==> config.mk <==
export PLATFORM = sky130hd
export DESIGN_NAME = pid_steering_hbridge_drive
export DESIGN_NICKNAME = d
export VERILOG_FILES = /design/src/design/psd_pkg.sv /design/src/design/psd_serial_mul.sv /design/src/design/psd_serial_div.sv /design/src/design/pid_steering_hbridge_drive.sv
export SDC_FILE = /design/constraint.sdc
export NUM_CORES = 2
export LEC_CHECK = 0
export ABC_AREA = 1
export BUFFER_PORTS_ARGS = -buffer_cell sky130_fd_sc_hd__buf_2
export CAP_MARGIN = 20
export CORE_MARGIN = 10
export CORE_UTILIZATION = 59
export DETAILED_ROUTE_END_ITERATION = 8
export PLACE_DENSITY = 0.82
export SETUP_SLACK_MARGIN = 0.02
export SLEW_MARGIN = 20
export SYNTH_ARGS = -nofsm -noshare
export SYNTH_HDL_FRONTEND = slang
export SYNTH_HIERARCHICAL = 1
export SYNTH_SLANG_ARGS = --single-unit
==> constraint.sdc <==
create_clock -name i_clk -period 12.1 [get_ports i_clk]
set_clock_uncertainty 0.2 [all_clocks]
set_input_delay 2.42 -clock i_clk [delete_from_list [all_inputs] [get_ports i_clk]]
set_output_delay 2.42 -clock i_clk [all_outputs]
set_load 0.01 [all_outputs]
==> src/design/psd_pkg.sv <==
// ---------------------------------------------------------------------------
// psd_pkg: shared constants for the steering pid drive
// register indexes, mode codes, direction codes and fixed sizes
// ---------------------------------------------------------------------------
package psd_pkg;
    localparam logic [1:0] REG_GAIN_P = 2'd0;
    localparam logic [1:0] REG_GAIN_I = 2'd1;
    localparam logic [1:0] REG_GAIN_D = 2'd2;
    localparam logic [1:0] REG_DEAD_BAND = 2'd3;

    localparam logic [1:0] MODE_MANUAL = 2'd1;

    localparam logic [1:0] DIR_STOP = 2'd0;
    localparam logic [1:0] DIR_RIGHT = 2'd1;
    localparam logic [1:0] DIR_LEFT = 2'd2;

    // duty ceiling and the used bits of target and position (at most 10)
    localparam int PWM_MAX = 255;
    localparam int POSITION_BITS = 10;
endpackage

==> src/design/psd_serial_mul.sv <==
// ---------------------------------------------------------------------------
// psd_serial_mul: bit-serial unsigned multiplier
// shift-add, one multiplier bit per cycle
// ---------------------------------------------------------------------------
module psd_serial_mul #(
    parameter int A_W = 48,
    parameter int B_W = 16
) (
    input  logic                 i_clk,
    input  logic                 i_rst_n,
    input  logic                 i_start,
    input  logic [A_W-1:0]       i_a,
    input  logic [B_W-1:0]       i_b,
    output logic                 o_done,
    output logic [A_W+B_W-1:0]   o_prod
);
    localparam int CW = $clog2(B_W + 1);
    logic [A_W+B_W-1:0] r_acc, r_a;
    logic [B_W-1:0]     r_b;
    logic [CW-1:0]      r_cnt;
    logic               r_busy, r_done;

    always_ff @(posedge i_clk) begin
        if (!i_rst_n) begin
            r_busy <= 1'b0;
            r_done <= 1'b0;
            r_cnt  <= '0;
        end else begin
            r_done <= 1'b0;
            if (i_start) begin
                r_busy <= 1'b1;
                r_cnt  <= CW'(B_W);
                r_acc  <= '0;
                r_a    <= {{B_W{1'b0}}, i_a};
                r_b    <= i_b;
            end else if (r_busy) begin
                if (r_b[0]) r_acc <= r_acc + r_a;
                r_a   <= r_a << 1;
                r_b   <= r_b >> 1;
                r_cnt <= r_cnt - 1'b1;
                if (r_cnt == CW'(1)) begin
                    r_busy <= 1'b0;
                    r_done <= 1'b1;
                end
            end
        end
    end
    assign o_done = r_done;
    assign o_prod = r_acc;
endmodule

==> src/design/psd_serial_div.sv <==
// ---------------------------------------------------------------------------
// psd_serial_div: restoring unsigned divider
// one quotient bit per cycle
// ---------------------------------------------------------------------------
module psd_serial_div #(
    parameter int N_W = 64,
    parameter int D_W = 32
) (
    input  logic            i_clk,
    input  logic            i_rst_n,
    input  logic            i_start,
    input  logic [N_W-1:0]  i_num,
    input  logic [D_W-1:0]  i_den,
    output logic            o_done,
    output logic [N_W-1:0]  o_quo
);
    localparam int CW = $clog2(N_W + 1);
    logic [N_W-1:0] r_q;
    logic [D_W:0]   r_rem;
    logic [D_W-1:0] r_den;
    logic [CW-1:0]  r_cnt;
    logic           r_busy, r_done;
    logic [D_W:0]   n_shift;

    assign n_shift = {r_rem[D_W-1:0], r_q[N_W-1]};

    always_ff @(posedge i_clk) begin
        if (!i_rst_n) begin
            r_busy <= 1'b0;
            r_done <= 1'b0;
            r_cnt  <= '0;
        end else begin
            r_done <= 1'b0;
            if (i_start) begin
                r_busy <= 1'b1;
                r_cnt  <= CW'(N_W);
                r_q    <= i_num;
                r_rem  <= '0;
                r_den  <= i_den;
            end else if (r_busy) begin
                if (n_shift >= {1'b0, r_den}) begin
                    r_rem <= n_shift - {1'b0, r_den};
                    r_q   <= {r_q[N_W-2:0], 1'b1};
                end else begin
                    r_rem <= n_shift;
                    r_q   <= {r_q[N_W-2:0], 1'b0};
                end
                r_cnt <= r_cnt - 1'b1;
                if (r_cnt == CW'(1)) begin
                    r_busy <= 1'b0;
                    r_done <= 1'b1;
                end
            end
        end
    end
    assign o_done = r_done;
    assign o_quo  = r_q;
endmodule

==> src/design/pid_steering_hbridge_drive.sv <==
// ---------------------------------------------------------------------------
// pid_steering_hbridge_drive: steering pid with deadband and h-bridge duties
// one result item per control tick item
// ---------------------------------------------------------------------------
// A tick that is not a manual-mode tick on a good link gives its zero-drive
// result in the cycle after it is accepted. A pid tick runs through a
// sequencer sharing one bit-serial multiplier (16 multiplier bits) and one
// restoring divider (72 quotient bits): e*dt as two passes over the halves
// of dt, gain_i*|I|, /1000, |de|*1000, *gain_d, /dt, gain_p*|e| and an
// output state. The result waits in an output register; the next tick is
// accepted once that result is taken.
module pid_steering_hbridge_drive (
    input  logic        i_clk,
    input  logic        i_rst_n,
    input  logic        s_axis_tvalid,
    output logic        s_axis_tready,
    // tdata: target[9:0], position[19:10], now_ms[51:20], zero pad to 56
    input  logic [55:0] s_axis_tdata,
    // tuser: mode[1:0], link_good[2]
    input  logic [2:0]  s_axis_tuser,
    output logic        m_axis_tvalid,
    input  logic        m_axis_tready,
    // tdata: right_drive[7:0], left_drive[15:8], last_error_out[26:16], pad
    output logic [31:0] m_axis_tdata,
    // tuser: direction[1:0]
    output logic [1:0]  m_axis_tuser,
    input  logic        i_cfg_valid,
    output logic        o_cfg_ready,
    input  logic [1:0]  i_cfg_index,
    input  logic [15:0] i_cfg_data
);
    localparam int PB = psd_pkg::POSITION_BITS;
    localparam logic signed [47:0] INT_LIM = 48'sh7FFF_FFFF_FFFF;
    localparam logic [71:0] ICAP = 72'd1 << 40;

    // sequencer states
    localparam logic [3:0] S_IDLE = 4'd0, S_MEDT = 4'd1, S_WEDT = 4'd2,
        S_MI = 4'd3, S_WMI = 4'd4, S_DI = 4'd5, S_WDI = 4'd6, S_MD1 = 4'd7,
        S_WMD1 = 4'd8, S_MD2 = 4'd9, S_WMD2 = 4'd10, S_DD = 4'd11,
        S_WDD = 4'd12, S_MP = 4'd13, S_WMP = 4'd14, S_OUT = 4'd15;

    logic [3:0]  r_st;
    logic [15:0] r_gp, r_gi, r_gd;
    logic [9:0]  r_db;
    logic signed [47:0] r_integ;
    logic signed [10:0] r_perr, r_e;
    logic signed [11:0] r_de;
    logic [31:0] r_ptime, r_now, r_dt;
    logic [71:0] r_iterm, r_dterm, r_pterm;
    logic        r_ovalid;
    logic [7:0]  r_right, r_left;
    logic [1:0]  r_dir;
    logic [10:0] r_eout;

    logic [10:0] n_tgt, n_pos;
    assign n_tgt = 11'(s_axis_tdata[PB-1:0]);
    assign n_pos = 11'(s_axis_tdata[10+PB-1:10]);

    // shared multiplier and divider
    logic        mul_start, mul_done, div_start, div_done;
    logic [47:0] mul_a;
    logic [15:0] mul_b;
    logic [63:0] mul_p;
    logic [71:0] div_n;
    logic [31:0] div_d;
    logic [71:0] div_q;

    psd_serial_mul #(.A_W(48), .B_W(16)) u_mul (
        .i_clk, .i_rst_n, .i_start(mul_start), .i_a(mul_a), .i_b(mul_b),
        .o_done(mul_done), .o_prod(mul_p));
    psd_serial_div #(.N_W(72), .D_W(32)) u_div (
        .i_clk, .i_rst_n, .i_start(div_start), .i_num(div_n), .i_den(div_d),
        .o_done(div_done), .o_quo(div_q));

    // e*dt is done as two 16-bit halves of dt: low half first, high half via
    // a second pass tracked by r_hi
    logic        r_hi;
    logic [63:0] r_edt;
    logic signed [49:0] n_int;
    logic signed [49:0] n_edt_s;
    logic signed [47:0] n_integ;

    assign n_edt_s = r_e[10] ? -$signed({1'b0, r_edt[48:0]}) : $signed({1'b0, r_edt[48:0]});
    assign n_int   = 50'(r_integ) + n_edt_s;
    // saturated integral after adding e*dt
    assign n_integ = (n_int > 50'(INT_LIM)) ? INT_LIM
                   : (n_int < -50'(INT_LIM)) ? -INT_LIM : 48'(n_int);

    logic [10:0] abs_e;
    logic [11:0] abs_de;
    logic [47:0] abs_i;
    assign abs_e  = r_e[10] ? 11'(-r_e) : r_e;
    assign abs_de = r_de[11] ? 12'(-r_de) : r_de;
    assign abs_i  = n_integ[47] ? 48'(-n_integ) : n_integ;

    always_comb begin
        mul_start = 1'b0; mul_a = '0; mul_b = '0;
        div_start = 1'b0; div_n = '0; div_d = 32'd1;
        case (r_st)
            S_MEDT: begin
                mul_start = 1'b1; mul_a = 48'(abs_e); mul_b = r_dt[15:0];
            end
            S_MI: begin mul_start = 1'b1; mul_a = abs_i; mul_b = r_gi; end
            S_DI: begin div_start = 1'b1; div_n = 72'(mul_p); div_d = 32'd1000; end
            S_MD1: begin mul_start = 1'b1; mul_a = 48'(abs_de); mul_b = 16'd1000; end
            S_MD2: begin mul_start = 1'b1; mul_a = mul_p[47:0]; mul_b = r_gd; end
            S_DD: begin div_start = 1'b1; div_n = 72'(mul_p); div_d = r_dt; end
            S_MP: begin mul_start = 1'b1; mul_a = 48'(abs_e); mul_b = r_gp; end
            default: ;
        endcase
    end

    logic signed [73:0] n_sum;
    logic [73:0] n_mag;
    logic [7:0]  n_duty;

    assign n_sum = $signed({{2{r_pterm[71]}}, r_pterm})
                 + $signed({{2{r_iterm[71]}}, r_iterm})
                 + $signed({{2{r_dterm[71]}}, r_dterm});
    assign n_mag = n_sum[73] ? 74'(-n_sum) : n_sum;
    assign n_duty = (n_mag[73:8] > 66'(psd_pkg::PWM_MAX)) ? 8'(psd_pkg::PWM_MAX)
                  : n_mag[15:8];

    logic s_acc;
    assign s_acc = s_axis_tvalid && s_axis_tready;
    assign s_axis_tready = (r_st == S_IDLE) && !r_ovalid;
    assign o_cfg_ready = 1'b1;

    always_ff @(posedge i_clk) begin
        if (!i_rst_n) begin
            r_st <= S_IDLE; r_ovalid <= 1'b0;
            r_gp <= 16'd256; r_gi <= '0; r_gd <= '0; r_db <= 10'd10;
            r_integ <= '0; r_perr <= '0; r_ptime <= '0; r_hi <= 1'b0;
        end else begin
            if (i_cfg_valid) begin
                case (i_cfg_index)
                    psd_pkg::REG_GAIN_P: r_gp <= i_cfg_data;
                    psd_pkg::REG_GAIN_I: r_gi <= i_cfg_data;
                    psd_pkg::REG_GAIN_D: r_gd <= i_cfg_data;
                    psd_pkg::REG_DEAD_BAND: r_db <= i_cfg_data[9:0];
                    default: ;
                endcase
            end
            if (m_axis_tvalid && m_axis_tready) r_ovalid <= 1'b0;
            case (r_st)
                S_IDLE: if (s_acc) begin
                    if (s_axis_tuser[2] && s_axis_tuser[1:0] == psd_pkg::MODE_MANUAL) begin
                        r_e   <= 11'(n_tgt - n_pos);
                        r_de  <= 12'(n_tgt) - 12'(n_pos) - 12'(r_perr);
                        r_now <= s_axis_tdata[51:20];
                        r_dt  <= (s_axis_tdata[51:20] == r_ptime) ? 32'd1
                                 : s_axis_tdata[51:20] - r_ptime;
                        r_hi  <= 1'b0;
                        r_st  <= S_MEDT;
                    end else begin
                        r_right <= '0; r_left <= '0; r_dir <= psd_pkg::DIR_STOP;
                        r_eout <= r_perr; r_ovalid <= 1'b1;
                    end
                end
                S_MEDT: r_st <= S_WEDT;
                S_WEDT: if (mul_done) begin
                    if (!r_hi) begin
                        r_edt <= mul_p;
                        r_hi  <= 1'b1;
                        r_dt  <= {r_dt[15:0], r_dt[31:16]};
                        r_st  <= S_MEDT;
                    end else begin
                        r_edt <= 64'(r_edt) + (mul_p << 16);
                        r_dt  <= {r_dt[15:0], r_dt[31:16]};
                        r_st  <= S_MI;
                        r_hi  <= 1'b0;
                    end
                end
                S_MI: begin
                    r_integ <= n_integ;
                    r_st <= S_WMI;
                end
                S_WMI: if (mul_done) r_st <= S_DI;
                S_DI: r_st <= S_WDI;
                S_WDI: if (div_done) begin
                    r_iterm <= (div_q > ICAP) ? ICAP : div_q;
                    r_st <= S_MD1;
                end
                S_MD1: begin
                    if (r_integ[47]) r_iterm <= 72'(-r_iterm);
                    r_st <= S_WMD1;
                end
                S_WMD1: if (mul_done) r_st <= S_MD2;
                S_MD2: r_st <= S_WMD2;
                S_WMD2: if (mul_done) r_st <= S_DD;
                S_DD: r_st <= S_WDD;
                S_WDD: if (div_done) begin
                    r_dterm <= r_de[11] ? 72'(-div_q) : div_q;
                    r_st <= S_MP;
                end
                S_MP: r_st <= S_WMP;
                S_WMP: if (mul_done) begin
                    r_pterm <= r_e[10] ? 72'(-{8'd0, mul_p}) : 72'(mul_p);
                    r_st <= S_OUT;
                end
                S_OUT: begin
                    r_perr <= r_e; r_ptime <= r_now; r_eout <= r_e;
                    if (abs_e <= 11'(r_db)) begin
                        r_right <= '0; r_left <= '0; r_dir <= psd_pkg::DIR_STOP;
                    end else if (!n_sum[73] && n_sum != 74'sd0) begin
                        r_right <= n_duty; r_left <= '0; r_dir <= psd_pkg::DIR_RIGHT;
                    end else begin
                        r_right <= '0; r_left <= n_duty; r_dir <= psd_pkg::DIR_LEFT;
                    end
                    r_ovalid <= 1'b1;
                    r_st <= S_IDLE;
                end
                default: r_st <= S_IDLE;
            endcase
        end
    end

    assign m_axis_tvalid = r_ovalid;
    assign m_axis_tdata  = {5'd0, r_eout, r_left, r_right};
    assign m_axis_tuser  = r_dir;

    // a pending result blocks new input
    a_no_acc_pending: assert property (@(posedge i_clk) disable iff (!i_rst_n)
        r_ovalid |-> !s_axis_tready) else $error("accept while result pending");
    // no drive while the direction is stop
    a_stop_zero: assert property (@(posedge i_clk) disable iff (!i_rst_n)
        (r_ovalid && r_dir == psd_pkg::DIR_STOP) |-> (r_right == 8'd0 && r_left == 8'd0))
        else $error("drive while stopped");
    // integral stays inside its limit
    a_integ_lim: assert property (@(posedge i_clk) disable iff (!i_rst_n)
        r_integ != 48'sh8000_0000_0000) else $error("integral out of range");
endmodule
==> results.md <==
- Status: finished, violations left
- Failing checks: design-rule violations
- Top cells by count, synth: nand2_1 (3065), inv_1 (1597), nor2_1 (1247)
- Iter 0 DRT Violations: 8000
- Crit-path most repeated cell: nand2_1
- Top-Level Pins: ~120
- Dpl cells: 11640
- Critical Path Source Type: register
- # DRC: 1
- Layout Cells excl Fill: 11820
- Total gr overflow: 0
- Largest net degree at the start of global routing: 86
- # H-tree levels: 3
- Clock-pin slew on the worst setup and hold paths: ~0.060 ns
- Clock Tree Buf Depth: 3
- Worst path top cell family by delay: simple AND/OR/NAND/NOR gates
- # Post-CTS Setup Buffers: 0
- CTS root buffer: clkbuf_16
- Hold Path Depth: 2
- Core box area: 116400 um2
- RePlAce Congestion: 1.052
- Final Cycle Share: 0.7783
- Initial antenna violation count: 7
- Post-DP HPWL: 182800 um
- Port Buffers: 108
- Multi-input logic area: 39020 um2
- Top cell type by total area after synthesis: edfxtp_1
- Nets: 10700
- Most frequent cell after synthesis: nand2_1
- Max-slew violations: 0
- Tmin final: 9.418 ns
- Hold bufs inserted after CTS: 0
- Worst-margin pin slew: 1.101 ns
- CTS tree: built
- Total GRT Usage: 0.3384
- Worst IR drop on VDD: 0.0001283 V
- Crit end category: register
- Post-DRT Antenna Nets: 0
- Die area: 131300 um2
- Mapped Cells: around 10000
- Worst-Skew Late Latency: 0.71 ns
- CTS Sinks: 832
- Initial Util: 0.5945
- Endpoints failing hold: 0
- Dominant cells by area after synthesis: edfxtp_1 (29%), nand2_1 (17%), inv_1 (8.7%), nor2_1 (6.8%), ha_1 (5.8%)
- # setup viols final: 0
- Post_cts resized: 0
- Num CTS Buffers: 92
- Power Density: 96.51 nW/um2
- Crit Path Max Fanout: 44
- Synthesis-stage register bit count: between 800 and 900
- Total negative slack: 0 ns
- Cell area after synthesis: ~69000 um2
- Worst Path Required: 12.33 ns
- Slowest stage delay, CP: 0.50 ns
- CP Data Arrival Time: 9.65 ns
- Max frequency: between 100 and 150 MHz
- Die Wd: 362.4 um
- Max Cap Violations: 0
- Post-synth ARST share: 0
- Register area: between 20000 and 25000 um2
- Synth Area per Inst: 6.810 um2
- Post-synth EDFFs: 661
- Critical path depth in cells: 42
- Vert. Die Dim: ~360 um
- Post-synth cell types: 78
- First-pass GRT wire length: 354100 um
- Slew headroom: 0.2582
- Synth Flop Type: edfxtp_1
- Filler cell count: 10400
- Row cnt: roughly 130
- Worst Setup Path Type: reg -> reg
- YS warnings: 6
- Area Overhead vs Synth: 7.396%
- RSZ-0062 raised after global routing: false
- Critical-path top delay cell: nor4_1
- R2R cell count: between 40 and 50
- Synth top area share: 0.2869
- Via count of the first global-routing pass: between 60000 and 70000
- Routed WL per cell: 19.52 um
- Layout cells sized above 1: 0.05675
- DRT Pass-1 Iters: 9
- Seq/Total Area, Yosys: 0.3364
- Routed wire length: 230700 um
- Leakage: roughly 35 nW
- DR vias/cell: about 5.8
- Worst hold path class: reg -> reg
- Via count: 68990
- WP buf/inv: 9
report_power, final:
group / switching [mW] / internal (mW)
clock: 1.25 / 1.59
combinational: 0.731 / 0.316
sequential: 0.0791 / 3.21
total: 2.06 / 5.11
through the flow:
step	util	total power, mW	cell area (um2)	hold WS [ns]	worst slack, ns
finish	0.6385	7.170	74300	0.2466	2.682
floorplan	-	4.024	69220	0.2237	1.475
global route	0.6385	7.411	74300	0.2636	2.061
global placement	0.6121	4.315	71220	0.2334	3.174
CTS	0.6382	7.147	74260	0.2466	2.984
detailed placement	0.6121	4.348	71220	0.2373	3.040
path summary, 6_finish.rpt:
kind | start | to | slack (ns)
worst min-delay path | r_gd[8] | r_gd[8] | 0.25
worst max-delay path | r_edt[0] | u_mul/r_a[44] | 2.68
worst min register to register | r_gd[8] | r_gd[8] | 0.25
worst max register to register | r_edt[0] | u_mul/r_a[44] | 2.68
logic make-up (layout without fill, tap and decap cells):
logic type               after synthesis  count (layout)  synth area share
flip-flops                           832             832            0.3364
XOR/XNOR                             331             331           0.04267
adder cells (fa/ha/maj)              403             403           0.08157
AND/OR/NAND/NOR                     5463            5463            0.3339
AO/OA/AOI/OAI                       1290            1290            0.1035
other                                  2              15         0.0001086
buffers and inverters               1838            1957            0.1019
metal layers:
layer	global-route usage	wire length (um)	vias up
met5	0	34	-
met4	0.1719	13000	6
met1	0.4292	89620	31810
li1	-	-	32840
met3	0.05338	22840	683
met2	0.5569	105200	3654
layout by cell type, fill, tap and decap left out, types with 32 or more instances in the layout:
cell type | synthesis | routed
nor3_1 | 147 | 144
nand3_2 | 31 | 32
a21oi_1 | 544 | 543
fa_1 | 80 | 80
o31ai_1 | 38 | 38
nor4_1 | 52 | 49
buf_4 | 10 | 50
dfxtp_1 | 171 | 171
nand3b_1 | 49 | 49
nand2_2 | 62 | 63
o211ai_1 | 46 | 46
nand2_1 | 3065 | 3063
nand4_1 | 161 | 161
o22ai_1 | 33 | 32
nor2_2 | 53 | 56
ha_1 | 323 | 323
edfxtp_1 | 661 | 661
nand3_1 | 490 | 489
nor2_1 | 1247 | 1239
xnor2_1 | 82 | 82
inv_1 | 1597 | 1592
clkbuf_16 | 0 | 92
o21ai_0 | 460 | 460
buf_2 | 20 | 107
xor2_1 | 245 | 245
worst min-delay path, delay by kind of cell (launching register included):
| family | cells | cell delay (ns) |
|---|---|---|
| DFF | 1 | 0.31 |
| buffers and inverters | 1 | 0.05 |
| AOI/OAI and AO/OA | 1 | 0.05 |
flip-flops by register name, summed over array words and instances (netlist names), 11 cells and up:
name          count
u_div/r_den      32
r_perr           11
r_e              11
r_edt            49
r_iterm          72
u_mul/r_b        16
r_integ          48
r_de             12
r_gd             16
r_eout           11
u_div/r_rem      32
r_ptime          32
u_mul/o_prod     64
r_gi             16
r_dt             32
r_pterm          72
u_mul/r_a        64
u_div/o_quo      72
r_now            32
r_dterm          72
r_gp             16
final cells by class:
type / instances / share of cell area
multi-input combinational: 7501 / 0.5253
sequential: 832 / 0.3132
inverter: 1628 / 0.08232
clock buffer: 118 / 0.03311
tap: 1524 / 0.02567
timing repair buffer: 158 / 0.01263
clock inverter: 53 / 0.007730
antenna: 1 / 0.00003368
No activity file was read; power rests on OpenSTA's default activity.
